--- config.mk ---
export PLATFORM = sky130hd
export DESIGN_NAME = depth_column_floor_detector
export DESIGN_NICKNAME = d
export VERILOG_FILES = /design/src/sv/dcfd_pkg.sv /design/src/sv/depth_column_floor_detector.sv
export SDC_FILE = /design/constraint.sdc
export NUM_CORES = 1
export LEC_CHECK = 0
export BUFFER_PORTS_ARGS = -buffer_cell sky130_fd_sc_hd__clkbuf_2
export CAP_MARGIN = 5
export CORE_ASPECT_RATIO = 0.6
export CORE_MARGIN = 4
export CORE_UTILIZATION = 52
export CTS_BUF_LIST = sky130_fd_sc_hd__clkbuf_16
export DETAILED_ROUTE_END_ITERATION = 8
export MAX_ROUTING_LAYER = met4
export PLACE_DENSITY = 0.75
export SKIP_CTS_REPAIR_TIMING = 1
export SLEW_MARGIN = 10
export SYNTH_ARGS = -nofsm -noshare
export SYNTH_HDL_FRONTEND = slang
export SYNTH_SLANG_ARGS = --single-unit
--- constraint.sdc ---
create_clock -name clk -period 9.2 [get_ports clk]
set_input_delay 1.84 -clock clk [delete_from_list [all_inputs] [get_ports clk]]
set_output_delay 1.84 -clock clk [all_outputs]
set_load 0.01 [all_outputs]
--- src/sv/dcfd_pkg.sv ---
// Shared constants for the depth column floor detector.
package dcfd_pkg;

  localparam int MaxRows     = 512;
  localparam int CountW      = $clog2(MaxRows);
  localparam int RowsW       = CountW + 1;
  localparam int SumW        = CountW + 8;
  localparam int CfgAddrW    = 4;
  localparam int CfgDataW    = 32;

  localparam logic [7:0] WhiteDepth = 8'hff;

  // register indexes on the configuration port (word address)
  localparam logic [1:0] RegSlopeTol = 2'd0;
  localparam logic [1:0] RegBaseTol  = 2'd1;
  localparam logic [1:0] RegMinRows  = 2'd2;
  localparam logic [1:0] RegWhiteLim = 2'd3;

  // position of the current pixel within its column
  localparam logic [1:0] PosBottom = 2'd0;
  localparam logic [1:0] PosSecond = 2'd1;
  localparam logic [1:0] PosScan   = 2'd2;

  typedef logic [CountW-1:0] count_t;
  typedef logic [SumW-1:0]   dsum_t;

endpackage

--- src/sv/depth_column_floor_detector.sv ---
// An accepted pixel waits in the input register and updates the column state when it
// leaves it; a column-end pixel then loads its result into the result register on out_*.
// Throughput: one pixel per cycle; the input stalls only while a column-end pixel
// waits behind a result that the output side has not yet taken.
// Reset (rst_n low, synchronous): configuration back to defaults, column and frame
// state cleared, next column treated as a frame's first column, no result pending.
module depth_column_floor_detector
  import dcfd_pkg::*;
(
  input  logic                clk,
  input  logic                rst_n,
  // pixel channel
  input  logic                in_valid,
  output logic                in_stall,
  input  logic [7:0]          in_depth,
  input  logic                in_column_end,
  input  logic                in_frame_start,
  // result channel
  output logic                out_valid,
  input  logic                out_stall,
  output logic                out_floor_found,
  output logic [RowsW-1:0]    out_clear_rows,
  output logic [CountW-1:0]   out_plane_rows,
  // configuration port
  input  logic                psel,
  input  logic                penable,
  input  logic                pwrite,
  input  logic [CfgAddrW-1:0] paddr,
  input  logic [CfgDataW-1:0] pwdata,
  output logic [CfgDataW-1:0] prdata,
  output logic                pready
);

  // configuration registers
  logic [7:0]       slope_tol_r;
  logic [7:0]       base_tol_r;
  logic [RowsW-1:0] min_rows_r;
  logic [RowsW-1:0] white_lim_r;

  // input register
  logic       s1_valid_r;
  logic [7:0] s1_depth_r;
  logic       s1_cend_r;
  logic       s1_fstart_r;

  // column and frame state
  logic [7:0]        prev_r, prev_nxt;
  logic [7:0]        bottom_r, bottom_nxt;
  logic signed [8:0] slope_r, slope_nxt;
  logic [1:0]        pos_r, pos_nxt;
  logic              stop_r, stop_nxt;
  count_t            plane_r, plane_nxt;
  count_t            cons_r, cons_nxt;
  count_t            white_r, white_nxt;
  dsum_t             sum_r, sum_nxt;
  logic [7:0]        ref_base_r, ref_base_nxt;
  logic signed [8:0] ref_slope_r, ref_slope_nxt;
  logic              first_r, first_nxt;

  // result register
  logic             out_valid_r;
  logic             found_r, found_nxt;
  logic [RowsW-1:0] clear_r, clear_nxt;
  count_t           plane_out_r;

  logic cfg_write;
  logic out_free;
  logic s1_fire;
  logic in_accept;

  // column state as seen by this pixel (a frame start drops the partial column)
  logic [1:0]        pos_b;
  logic              stop_b;
  count_t            plane_b, cons_b, white_b;
  dsum_t             sum_b;
  logic signed [8:0] slope_b;
  logic              first_b;

  logic signed [8:0] pair_diff;
  logic [7:0]        pair_abs;
  logic signed [9:0] dev;
  logic [8:0]        dev_abs;
  logic              pair_white;
  logic              pair_active;
  logic signed [8:0] ref_slope_e;
  logic [7:0]        ref_base_e;
  logic signed [9:0] slope_dev;
  logic [8:0]        slope_dev_abs;
  logic signed [8:0] base_dev;
  logic [7:0]        base_dev_abs;
  logic              floor_col;
  logic [SumW+4:0]   sum_x20;

  assign pready    = 1'b1;
  assign cfg_write = psel && penable && pwrite && pready;

  always_comb begin
    case (paddr[3:2])
      RegSlopeTol: prdata = {{(CfgDataW-8){1'b0}}, slope_tol_r};
      RegBaseTol:  prdata = {{(CfgDataW-8){1'b0}}, base_tol_r};
      RegMinRows:  prdata = {{(CfgDataW-RowsW){1'b0}}, min_rows_r};
      RegWhiteLim: prdata = {{(CfgDataW-RowsW){1'b0}}, white_lim_r};
      default:     prdata = '0;
    endcase
  end

  always_ff @(posedge clk) begin
    if (!rst_n) begin
      slope_tol_r <= 8'd2;
      base_tol_r  <= 8'd2;
      min_rows_r  <= RowsW'(5);
      white_lim_r <= RowsW'(20);
    end else if (cfg_write) begin
      case (paddr[3:2])
        RegSlopeTol: slope_tol_r <= pwdata[7:0];
        RegBaseTol:  base_tol_r  <= pwdata[7:0];
        RegMinRows:  min_rows_r  <= pwdata[RowsW-1:0];
        RegWhiteLim: white_lim_r <= pwdata[RowsW-1:0];
        default: ;
      endcase
    end
  end

  // handshake: only a column-end pixel needs room in the result register
  assign out_free  = !out_valid_r || !out_stall;
  assign s1_fire   = s1_valid_r && (!s1_cend_r || out_free);
  assign in_stall  = s1_valid_r && !s1_fire;
  assign in_accept = in_valid && !in_stall;

  always_ff @(posedge clk) begin
    if (!rst_n) begin
      s1_valid_r <= 1'b0;
    end else begin
      s1_valid_r <= in_accept || (s1_valid_r && !s1_fire);
    end
  end

  always_ff @(posedge clk) begin
    if (in_accept) begin
      s1_depth_r  <= in_depth;
      s1_cend_r   <= in_column_end;
      s1_fstart_r <= in_frame_start;
    end
  end

  always_comb begin
    pos_b   = s1_fstart_r ? PosBottom : pos_r;
    stop_b  = s1_fstart_r ? 1'b0 : stop_r;
    plane_b = s1_fstart_r ? '0 : plane_r;
    cons_b  = s1_fstart_r ? '0 : cons_r;
    white_b = s1_fstart_r ? '0 : white_r;
    sum_b   = s1_fstart_r ? '0 : sum_r;
    slope_b = s1_fstart_r ? '0 : slope_r;
    first_b = s1_fstart_r || first_r;

    pair_diff = $signed({1'b0, prev_r}) - $signed({1'b0, s1_depth_r});
    pair_abs  = pair_diff[8] ? 8'(-pair_diff) : pair_diff[7:0];

    bottom_nxt = (pos_b == PosBottom) ? s1_depth_r : bottom_r;
    slope_nxt  = (pos_b == PosSecond) ? pair_diff : slope_b;
    pos_nxt    = (pos_b == PosBottom) ? PosSecond : PosScan;
    prev_nxt   = s1_depth_r;

    dev     = 10'(slope_nxt) - 10'(pair_diff);
    dev_abs = dev[9] ? 9'(-dev) : dev[8:0];

    pair_white  = (prev_r == WhiteDepth) || (s1_depth_r == WhiteDepth);
    pair_active = (pos_b != PosBottom) && !stop_b && (plane_b != count_t'(MaxRows - 1));

    stop_nxt  = stop_b;
    plane_nxt = plane_b;
    cons_nxt  = cons_b;
    white_nxt = white_b;
    sum_nxt   = sum_b;
    if (pair_active) begin
      if (pair_white) begin
        white_nxt = white_b + 1'b1;
        plane_nxt = plane_b + 1'b1;
      end else begin
        sum_nxt = sum_b + SumW'(pair_abs);
        if (dev_abs > {1'b0, slope_tol_r}) begin
          stop_nxt = 1'b1;
        end else begin
          plane_nxt = plane_b + 1'b1;
          // a consistent pair after a long white run ends the plane
          if ((white_b != '0) && ({1'b0, white_b} > white_lim_r)) begin
            stop_nxt = 1'b1;
          end else begin
            cons_nxt = cons_b + 1'b1;
          end
        end
      end
    end

    // column-end decision on the updated column state
    ref_slope_e   = first_b ? slope_nxt : ref_slope_r;
    ref_base_e    = first_b ? bottom_nxt : ref_base_r;
    slope_dev     = 10'(slope_nxt) - 10'(ref_slope_e);
    slope_dev_abs = slope_dev[9] ? 9'(-slope_dev) : slope_dev[8:0];
    base_dev      = $signed({1'b0, ref_base_e}) - $signed({1'b0, bottom_nxt});
    base_dev_abs  = base_dev[8] ? 8'(-base_dev) : base_dev[7:0];

    floor_col = ({1'b0, plane_nxt} >= min_rows_r)
             && (slope_dev_abs <= {1'b0, slope_tol_r})
             && !first_b
             && (base_dev_abs <= base_tol_r);

    sum_x20   = {sum_nxt, 4'b0} + {2'b0, sum_nxt, 2'b0};
    found_nxt = floor_col && (sum_nxt != '0) && (sum_x20 >= (SumW+5)'(cons_nxt));
    clear_nxt = found_nxt ? ({1'b0, cons_nxt} + 1'b1) : '0;

    ref_slope_nxt = ref_slope_e;
    ref_base_nxt  = (floor_col && !found_nxt) ? ref_base_e : bottom_nxt;
    first_nxt     = first_b;
  end

  always_ff @(posedge clk) begin
    if (!rst_n) begin
      prev_r      <= '0;
      bottom_r    <= '0;
      slope_r     <= '0;
      pos_r       <= PosBottom;
      stop_r      <= 1'b0;
      plane_r     <= '0;
      cons_r      <= '0;
      white_r     <= '0;
      sum_r       <= '0;
      ref_base_r  <= '0;
      ref_slope_r <= '0;
      first_r     <= 1'b1;
    end else if (s1_fire) begin
      prev_r   <= prev_nxt;
      bottom_r <= bottom_nxt;
      if (s1_cend_r) begin
        // close the column and start the next one
        ref_base_r  <= ref_base_nxt;
        ref_slope_r <= ref_slope_nxt;
        first_r     <= 1'b0;
        slope_r     <= '0;
        pos_r       <= PosBottom;
        stop_r      <= 1'b0;
        plane_r     <= '0;
        cons_r      <= '0;
        white_r     <= '0;
        sum_r       <= '0;
      end else begin
        first_r <= first_nxt;
        slope_r <= slope_nxt;
        pos_r   <= pos_nxt;
        stop_r  <= stop_nxt;
        plane_r <= plane_nxt;
        cons_r  <= cons_nxt;
        white_r <= white_nxt;
        sum_r   <= sum_nxt;
      end
    end
  end

  always_ff @(posedge clk) begin
    if (!rst_n) begin
      out_valid_r <= 1'b0;
    end else if (s1_fire && s1_cend_r) begin
      out_valid_r <= 1'b1;
    end else if (!out_stall) begin
      out_valid_r <= 1'b0;
    end
  end

  always_ff @(posedge clk) begin
    if (s1_fire && s1_cend_r) begin
      found_r     <= found_nxt;
      clear_r     <= clear_nxt;
      plane_out_r <= plane_nxt;
    end
  end

  assign out_valid       = out_valid_r;
  assign out_floor_found = found_r;
  assign out_clear_rows  = clear_r;
  assign out_plane_rows  = plane_out_r;

  a_pos_legal: assert property (@(posedge clk) disable iff (!rst_n)
    pos_r != 2'd3)
    else $error("column position out of range");

  a_counts_fit: assert property (@(posedge clk) disable iff (!rst_n)
    ({1'b0, white_r} + {1'b0, cons_r}) <= {1'b0, plane_r})
    else $error("white and consistent counts exceed plane count");

  a_found_clear: assert property (@(posedge clk) disable iff (!rst_n)
    out_valid_r |-> (found_r == (clear_r != '0)))
    else $error("floor flag and clear count disagree");

  a_clear_bound: assert property (@(posedge clk) disable iff (!rst_n)
    (out_valid_r && found_r) |-> (clear_r <= ({1'b0, plane_out_r} + 1'b1)))
    else $error("clear count exceeds plane rows");

  a_stall_cause: assert property (@(posedge clk) disable iff (!rst_n)
    in_stall |-> (s1_cend_r && out_valid_r && out_stall))
    else $error("input stalled without a held result");

endmodule

==> results.json, run 1 <==
{
  "status": "finished clean",
  "utilization_pct": 60.7,
  "cp.buffers_inverters": 5,
  "numClockSinks": 158,
  "first_iter_violations": 1060,
  "netlist_top_cells_area": "dfxtp_1 (21%), ha_1 (12%), edfxtp_1 (7.5%)",
  "grt_pass1_wl_microns": 52300,
  "yosys_register_bits": 158,
  "port_buffers": 60,
  "netlist_instances": 1436,
  "vias": 10900,
  "synth_most_common_cell": "nor2_1",
  "fmax_ghz": 0.114,
  "drt_first_pass_iters": 7,
  "critical_path.top_delay_family": "compound AO/OA/AOI/OAI gates",
  "yosysTopAreaCell": "dfxtp_1",
  "p_leak_nw": 5.79,
  "finalSetupViolations": 0,
  "powerDensity_mw_per_mm2": 150,
  "tritoncts": "built",
  "grt_max_degree": 73,
  "num_rows": 42,
  "cap_violations": 0,
  "wl_per_cell_microns": 17.9,
  "worstPathMaxFanout": 16,
  "arrival_ps": 9050,
  "fin_crit_sh_pct": 95.1,
  "crit_type": "reg2reg",
  "gp_routability_congestion": 0.921,
  "grtUsageTotal_pct": 25.8,
  "hold_viol_final": 0,
  "syn2layout_area_growth_pct": 13.2,
  "cts_max_level": 4,
  "ant_nets": 0,
  "worst_pin_slew_ps": 1230,
  "core_area_sq_mm": 0.0224,
  "fill_cells": 1979,
  "ios": 108,
  "hold_path_class": "reg2reg",
  "overflow": 0,
  "final_cell_area_sq_mm": 0.0136,
  "syn_area_per_cell_sq_um": 8.36,
  "slew_headroom_pct": 17.8,
  "hold-worst-slack_ps": 464,
  "start_util_pct": 53.6,
  "grt_pass1_vias": 9975,
  "period_minus_slack_ps": 8750,
  "endpoint_kind": "register",
  "drt_wl_total_microns": 32800,
  "yosysSeqAreaShare_pct": 28.8,
  "post-route-drc-count": 0,
  "finalClockSkew_ps": 12.3,
  "hp-start": "plane_r[8]",
  "setup_slack_ps": 446,
  "crit_required_ps": 9490,
  "vdd_ir_drop_max_v": 0.000141,
  "post_drt_via_cell_ratio": 5.93,
  "worstSetupStartpoint": "prev_nxt[1]",
  "power_mw": 2.04,
  "synth.distinct_cells": 82,
  "clk-insertion-delay-late_ps": 460,
  "synth_warnings": 0,
  "drive_gt1_share_pct": 14.3,
  "clockBufferDepth": 2,
  "synthArstFlopShare_pct": 0,
  "clk_pin_slew_worst_paths_ps": 60,
  "cts_buffers": 17,
  "die_w_microns": 204,
  "r2r-start": "prev_nxt[1]",
  "final-max-slew-violation-count": 0,
  "finalSetupTns_ps": 0,
  "synthTopCellsByCount": "nor2_1 (173), dfxtp_1 (128), ha_1 (118), a21oi_1 (105), nand2_1 (104)",
  "post-place-ws_ps": -57.8,
  "worstSetupStartpointType": "register",
  "dpl_cell_area_sq_mm": 0.0128,
  "synth_edf_count": 30,
  "cts_root_buf": "clkbuf_16",
  "placedCellCount": 1794,
  "finalNonFillerCells": 1833,
  "cp_slowest_stage_delay_ps": 510,
  "n_antenna_cell": 0,
  "die_h_microns": 126,
  "final_nets": 1689,
  "antenna_found_initial": 0,
  "ys.flop_type": "dfxtp_1",
  "synth_area_sq_mm": 0.0120,
  "synth_top_cell_area_share_pct": 21.3,
  "die_area_sq_mm": 0.0257,
  "dp_hpwl_microns": 24300,
  "critPathSlowestCell": "or4_4"
}
[cell usage in the layout, fill, tap and decap left out, types with 20 or more instances in the layout]
| master | n |
|---|---|
| a211oi_1 | 21 |
| a21oi_1 | 96 |
| a22oi_1 | 33 |
| buf_4 | 55 |
| clkbuf_16 | 20 |
| clkbuf_2 | 60 |
| conb_1 | 23 |
| dfxtp_1 | 128 |
| edfxtp_1 | 30 |
| ha_1 | 115 |
| inv_1 | 101 |
| mux2i_1 | 60 |
| nand2_1 | 103 |
| nand3_1 | 24 |
| nand4_1 | 21 |
| nor2_1 | 169 |
| nor2b_1 | 42 |
| nor3_1 | 21 |
| o21a_1 | 21 |
| o21ai_0 | 50 |
| xnor2_1 | 56 |
| xor2_1 | 20 |
[final timing paths]
path / to / slack (ps) / cells after the start
min reg2reg: plane_r[8] / 460 / 1
min: plane_r[8] / 460 / 1
max reg2reg: ref_base_r[5] / 450 / 40
max: ref_base_r[5] / 450 / 40
[flip-flops by register name, summed over array words and instances, names as in the netlist, 10 cells and up]
signal / cells
min_rows_r: 10
white_lim_r: 10
sum_r: 17
out_clear_rows: 10
[cell type report]
cell class                      instances  area (sq um)  share of cell area, %
Multi-Input combinational cell       1116          8000                   58.9
Sequential cell                       158          3460                   25.5
Timing Repair Buffer                  117           736                   5.42
Clock buffer                           20           500                   3.68
Tap cell                              308           385                   2.84
Inverter                              102           384                   2.83
Clock inverter                         12           120                  0.884
[logic make-up after synthesis]
logic type / count (synthesis) / share of synthesized area [%]
xor gates and xnor gates: 78 / 5.91
AOI/OAI and AO/OA: 343 / 19.4
other: 2 / 0.0626
buffers and inverters: 183 / 6.45
DFF: 158 / 28.8
muxes: 75 / 7.16
and+or+nand+nor: 473 / 18.8
adders and majority gates: 124 / 13.3
[per-layer routing]
| layer | vias up | routed length (microns) | track usage, % |
|---|---|---|---|
| li1 | 5230 | - | - |
| met1 | 5187 | 15800 | 37.6 |
| met2 | 410 | 13700 | 36.5 |
| met3 | 35 | 2840 | 6.63 |
| met4 | 0 | 376 | 5.00 |
| met5 | - | 0 | - |
[power breakdown]
| part | internal [mW] | switching (mW) |
|---|---|---|
| Clock | 0.427 | 0.322 |
| Sequential | 0.719 | 0.0119 |
| Combinational | 0.236 | 0.327 |
Power figures use the tool's default switching activity.
==> run 2, diff against run 1 <==
--- a/config.mk
+++ b/config.mk
@@ -5,15 +5,16 @@
 export SDC_FILE = /design/constraint.sdc
 export NUM_CORES = 1
 export LEC_CHECK = 0
-export BUFFER_PORTS_ARGS = -buffer_cell sky130_fd_sc_hd__clkbuf_2
 export CAP_MARGIN = 5
 export CORE_ASPECT_RATIO = 0.6
 export CORE_MARGIN = 4
 export CORE_UTILIZATION = 52
 export CTS_BUF_LIST = sky130_fd_sc_hd__clkbuf_16
 export DETAILED_ROUTE_END_ITERATION = 8
+export DONT_BUFFER_PORTS = 1
 export MAX_ROUTING_LAYER = met4
-export PLACE_DENSITY = 0.75
+export PLACE_DENSITY = 0.71
+export RECOVER_POWER = 100
 export SKIP_CTS_REPAIR_TIMING = 1
 export SLEW_MARGIN = 10
 export SYNTH_ARGS = -nofsm -noshare
==> run 2 against run 1 <==
  * The flow now finishes with violations (capacitance limit)
  * Wire length fell by 3.4%
  * Clock skew fell by 2.1 ps
  * Cell count fell by 3.4%
  * Worst hold slack improved by 4.3 ps
  * Clock-buffer cell count fell by 2
  * Core utilization fell by 1.8 points
  * First-iteration DRC count fell by 22%
  * Die area did not move
  * Final area fell by 2.9%
==> results.json, run 2 (synthesized netlist as in run 1, its figures left out) <==
{
  "tritoncts": "built",
  "grt_pass1_wl_microns": 50500,
  "clk-insertion-delay-late_ps": 450,
  "worstPathMaxFanout": 16,
  "vdd_ir_drop_max_v": 0.000139,
  "powerDensity_mw_per_mm2": 152,
  "rsz0062_at_grt": "false",
  "gp_routability_congestion": 0.918,
  "hold_path_class": "reg2reg",
  "layout_commonest_cell": "nor2_1",
  "core_area_sq_mm": 0.0224,
  "wl_per_cell_microns": 17.9,
  "finalSetupViolations": 0,
  "combPwrFrac_pct": 27.0,
  "r2r-start": "prev_nxt[0]",
  "fin_crit_sh_pct": 95.4,
  "final_cell_mix": "nor2_1 (169), dfxtp_1 (128), ha_1 (117), nand2_1 (103), inv_1 (100)",
  "finalSetupTns_ps": 0,
  "clkPwrFrac_pct": 36.5,
  "antenna_found_initial": 0,
  "grt_max_degree": 75,
  "top_register": "sum_r",
  "final-max-slew-violation-count": 0,
  "worstSetupStartpointType": "register",
  "finalClockSkew_ps": 10.2,
  "grt_pass1_vias": 9363,
  "die_w_microns": 204,
  "n_antenna_cell": 0,
  "switchingPower_mw": 0.642,
  "ios": 108,
  "cp_slowest_stage_delay_ps": 510,
  "fmax_ghz": 0.114,
  "grtUsageTotal_pct": 25.1,
  "overflow": 0,
  "clockBufferDepth": 2,
  "p_int_mw": 1.37,
  "final_nets": 1626,
  "cts_max_level": 4,
  "hp-start": "plane_r[8]",
  "clk_pin_slew_worst_paths_ps": 70,
  "slew_headroom_pct": 1.36,
  "p_leak_nw": 5.49,
  "syn2layout_area_growth_pct": 9.88,
  "crit_required_ps": 9460,
  "status": "finished with violations",
  "die_h_microns": 126,
  "die_area_sq_mm": 0.0257,
  "holdPathStages": 1,
  "first_iter_violations": 827,
  "post_drt_via_cell_ratio": 5.88,
  "period_minus_slack_ps": 8780,
  "cp_common_cell": "a21oi_1",
  "ant_nets": 0,
  "critPathSlowestCell": "or4_4",
  "post-route-drc-count": 0,
  "vias": 10400,
  "largest_reg_flops": 17,
  "dp_hpwl_microns": 23800,
  "drt_wl_total_microns": 31700,
  "worst_pin_slew_ps": 1470,
  "arrival_ps": 9040,
  "utilization_pct": 58.9,
  "r2r_cells": 42,
  "worstSetupStartpoint": "prev_nxt[0]",
  "drive_gt1_share_pct": 9.78,
  "pwr-share-seq_pct": 36.5,
  "port_buffers": 0,
  "cts_root_buf": "clkbuf_16",
  "cap_violations": 1,
  "num_rows": 42,
  "drt_first_pass_iters": 5,
  "numClockSinks": 158,
  "violations": "capacitance limit",
  "endpoint_kind": "register",
  "hold_viol_final": 0,
  "cts_buffers": 17,
  "start_util_pct": 53.6,
  "crit_type": "reg2reg",
  "swShare_pct": 32.0
}
[run 2: final timing paths]
kind	to	slack, ps
worst max-delay path	ref_base_r[7]	420
worst min-delay path	plane_r[8]	470
worst max register to register	ref_base_r[7]	420
worst min register to register	plane_r[8]	470
[run 2: worst max-delay path, delay by kind of cell, from the launching register on]
family | cells | cell delay, ps
and+or+nand+nor | 11 | 2050
DFF | 1 | 410
buffers and inverters | 6 | 650
AOI/OAI and AO/OA | 19 | 3740
xor gates and xnor gates | 1 | 150
adders and majority gates | 5 | 1570
[run 2: per-layer routing]
metal | share of wire (%) | routed length (microns) | GRT usage [%]
met4 | 0.97 | 309 | 4.65
met1 | 51 | 16300 | 39.0
met2 | 40 | 12600 | 32.5
met5 | 0 | 0 | -
met3 | 7.9 | 2510 | 6.45
[run 2: metrics by stage]
stage | hold slack (ps) | power (mW) | std cells | cell area (sq um) | setup WS (ps)
3_3_place_gp | 440 | 1.24 | 1732 | 12400 | 125
6_report | 468 | 2.01 | 1770 | 13200 | 420
4_1_cts | 467 | 2.00 | 1764 | 13000 | -17.8
2_1_floorplan | 434 | 1.15 | 1457 | 12100 | 575
3_5_place_dp | 451 | 1.26 | 1732 | 12400 | 44.8
5_1_grt | 477 | 2.11 | 1770 | 13200 | 18.2
[run 2: power by group through the flow]
| stage | clock (mW) | sequential (mW) | combinational, mW |
|---|---|---|---|
| final | 0.732 | 0.733 | 0.543 |
| after global routing | 0.778 | 0.734 | 0.602 |
| after CTS | 0.747 | 0.732 | 0.517 |
| after detailed placement | 0 | 0.747 | 0.513 |
| after global placement | 0 | 0.747 | 0.494 |
| after floorplan | 0 | 0.742 | 0.405 |
[run 2: final cells by class]
cell class / instances / area, sq um
clock inverter: 14 / 151
inverter: 102 / 384
multi-input combinational: 1116 / 7950
clock buffer: 18 / 450
sequential: 158 / 3460
timing repair buffer: 54 / 410
fill: 2006 / 9200
tap: 308 / 385
==> run 3, diff against run 2 <==
==> constraint.sdc (replaced) <==
create_clock -name clk -period 9.2 [get_ports clk]
set_input_delay 0.46 -clock clk [delete_from_list [all_inputs] [get_ports clk]]
set_output_delay 0.46 -clock clk [all_outputs]
set_load 0.01 [all_outputs]
==> run 3 against run 2 <==
  * The flow finishes with violations (capacitance limit, slew limit)
  * Sequential share of layout area grew 0.23 points
  * Worst hold slack lost 390 ps
  * Clock skew grew 1.1 ps
  * Wire length shrank 0.59%
  * Clock-buffer cell count shrank 1
  * Critical path depth shrank 2
  * Global-route usage is essentially flat
  * Worst setup slack gained 160 ps
  * Non-clock buffer count shrank 8
  * Register-to-register slack gained 160 ps
  * Maximum frequency grew 1.9%
  * Highest routed layer unchanged
==> results.json, run 3 (synthesized netlist as in run 1, its figures left out) <==
{
  "status": "finished with violations",
  "violations": "capacitance limit, slew limit",
  "drt_first_pass_iters": 5,
  "worstSetupStartpointType": "register",
  "layout.area.seq_sq_mm": 0.00346,
  "hold_path_class": "in2reg",
  "endpoint_kind": "register",
  "antenna_found_initial": 0,
  "top_register": "sum_r",
  "first_iter_violations": 952,
  "finalSetupViolations": 0,
  "worst_pin_slew_ps": 2160,
  "cp_slowest_stage_delay_ps": 530,
  "ant_nets": 0,
  "die_h_microns": 126,
  "finalSetupTns_ps": 0,
  "grt_pass1_vias": 9562,
  "hold_viol_final": 0,
  "slew_headroom_pct": -44.5,
  "final_cell_mix": "nor2_1 (169), dfxtp_1 (128), ha_1 (118), nand2_1 (103), inv_1 (102)",
  "finalNonFillerCells": 1763,
  "powerDensity_mw_per_mm2": 148,
  "r2r_cells": 40,
  "ios": 108,
  "crit_required_ps": 9460,
  "vdd_ir_drop_max_v": 0.000143,
  "fin_crit_sh_pct": 93.6,
  "core_area_sq_mm": 0.0224,
  "cts_buffers": 17,
  "drive_gt1_share_pct": 9.35,
  "numClockSinks": 158,
  "layout_commonest_cell": "nor2_1",
  "utilization_pct": 58.4,
  "grt_pass1_wl_microns": 50700,
  "multiInputGateArea_sq_mm": 0.00796,
  "setup_slack_ps": 585,
  "grtUsageTotal_pct": 25.1,
  "clk-insertion-delay-late_ps": 450,
  "post_drt_via_cell_ratio": 5.91,
  "grt_max_degree": 62,
  "cap_violations": 1,
  "post-place-ws_ps": 81.7,
  "cts_root_buf": "clkbuf_16",
  "placedCellCount": 1726,
  "die_area_sq_mm": 0.0257,
  "overflow": 0,
  "final-max-slew-violation-count": 52,
  "n_antenna_cell": 0,
  "p_leak_nw": 5.45,
  "fill_cells": 2029,
  "drt_wl_total_microns": 31500,
  "clk_pin_slew_worst_paths_ps": 70,
  "r2r_end": "ref_base_r[0]",
  "finalClockSkew_ps": 11.3,
  "port_buffers": 0,
  "largest_reg_flops": 17,
  "num_rows": 42,
  "reg2reg_slack_ps": 580,
  "critPathSlowestCell": "or4_4",
  "dp_hpwl_microns": 23700,
  "hold_end": "white_lim_r[2]",
  "clockBufferDepth": 2,
  "gp_routability_congestion": 0.994,
  "cts_max_level": 4,
  "die_w_microns": 204,
  "period_minus_slack_ps": 8620,
  "worstPathMaxFanout": 16,
  "final_nets": 1619,
  "arrival_ps": 8880,
  "start_util_pct": 53.6,
  "r2r-start": "prev_nxt[0]",
  "crit_type": "reg2reg",
  "hp-start": "rst_n",
  "holdPathStages": 1,
  "wl_per_cell_microns": 17.9,
  "post-route-drc-count": 0,
  "syn2layout_area_growth_pct": 8.94,
  "power_mw": 1.94,
  "fmax_ghz": 0.116,
  "vias": 10400,
  "tritoncts": "built"
}
-- run 3: cell types whose count changed in the layout (fill, tap and decap cells not counted), moves of 2 or more --
cell	before	now
a21oi_1	99	101
a21oi_2	6	4
and2_0	3	0
and2_1	4	7
buf_4	51	45
clkinv_1	2	0
clkinv_2	0	4
inv_1	100	102
-- run 3: metrics by stage --
| stage | hold WS [ps] | instance area, sq um |
|---|---|---|
| after floorplan | 434 | 12100 |
| after global placement | 439 | 12400 |
| after detailed placement | 454 | 12400 |
| after CTS | 48.8 | 12900 |
| after global routing | 58.2 | 13100 |
| final | 76.1 | 13100 |
-- run 3: worst max-delay path by stage --
stage	startpoint	end	cells past startpoint
final	prev_nxt[0]	ref_base_r[0]	40
after global routing	prev_nxt[0]	ref_base_r[4]	40
after CTS	prev_nxt[1]	ref_base_r[0]	41
after detailed placement	prev_nxt[1]	ref_base_r[4]	41
after global placement	prev_nxt[0]	ref_base_r[6]	39
after floorplan	s1_fstart_r	ref_base_r[5]	41
-- run 3: area by class of cell --
| cell class | count | share of cell area [%] |
|---|---|---|
| Clock buffer | 17 | 3.25 |
| Clock inverter | 15 | 0.938 |
| Inverter | 102 | 2.94 |
| Multi-Input combinational cell | 1117 | 60.8 |
| Sequential cell | 158 | 26.5 |
| Tap cell | 308 | 2.95 |
| Timing Repair Buffer | 46 | 2.61 |
-- run 3: critical path, delay by kind of cell (launching register included) --
kind	cells	cell delay [ps]
simple gates	10	2050
xor+xnor	1	170
buf+inv	4	410
fa+ha+maj	5	1480
compound gates	20	3910
flops	1	400
-- run 3: report_power, final --
| group | internal (mW) | switching, mW |
|---|---|---|
| Combinational | 0.222 | 0.312 |
| Sequential | 0.720 | 0.0129 |
| Clock | 0.371 | 0.303 |
-- run 3: layer usage --
metal	vias up	track usage (%)	routed length, microns	share of wire, %
met5	-	-	0	0
met4	0	5.47	293	0.93
met3	24	6.50	2320	7.4
met2	317	33.5	12700	40
met1	4978	37.8	16200	52
li1	5097	-	-	-
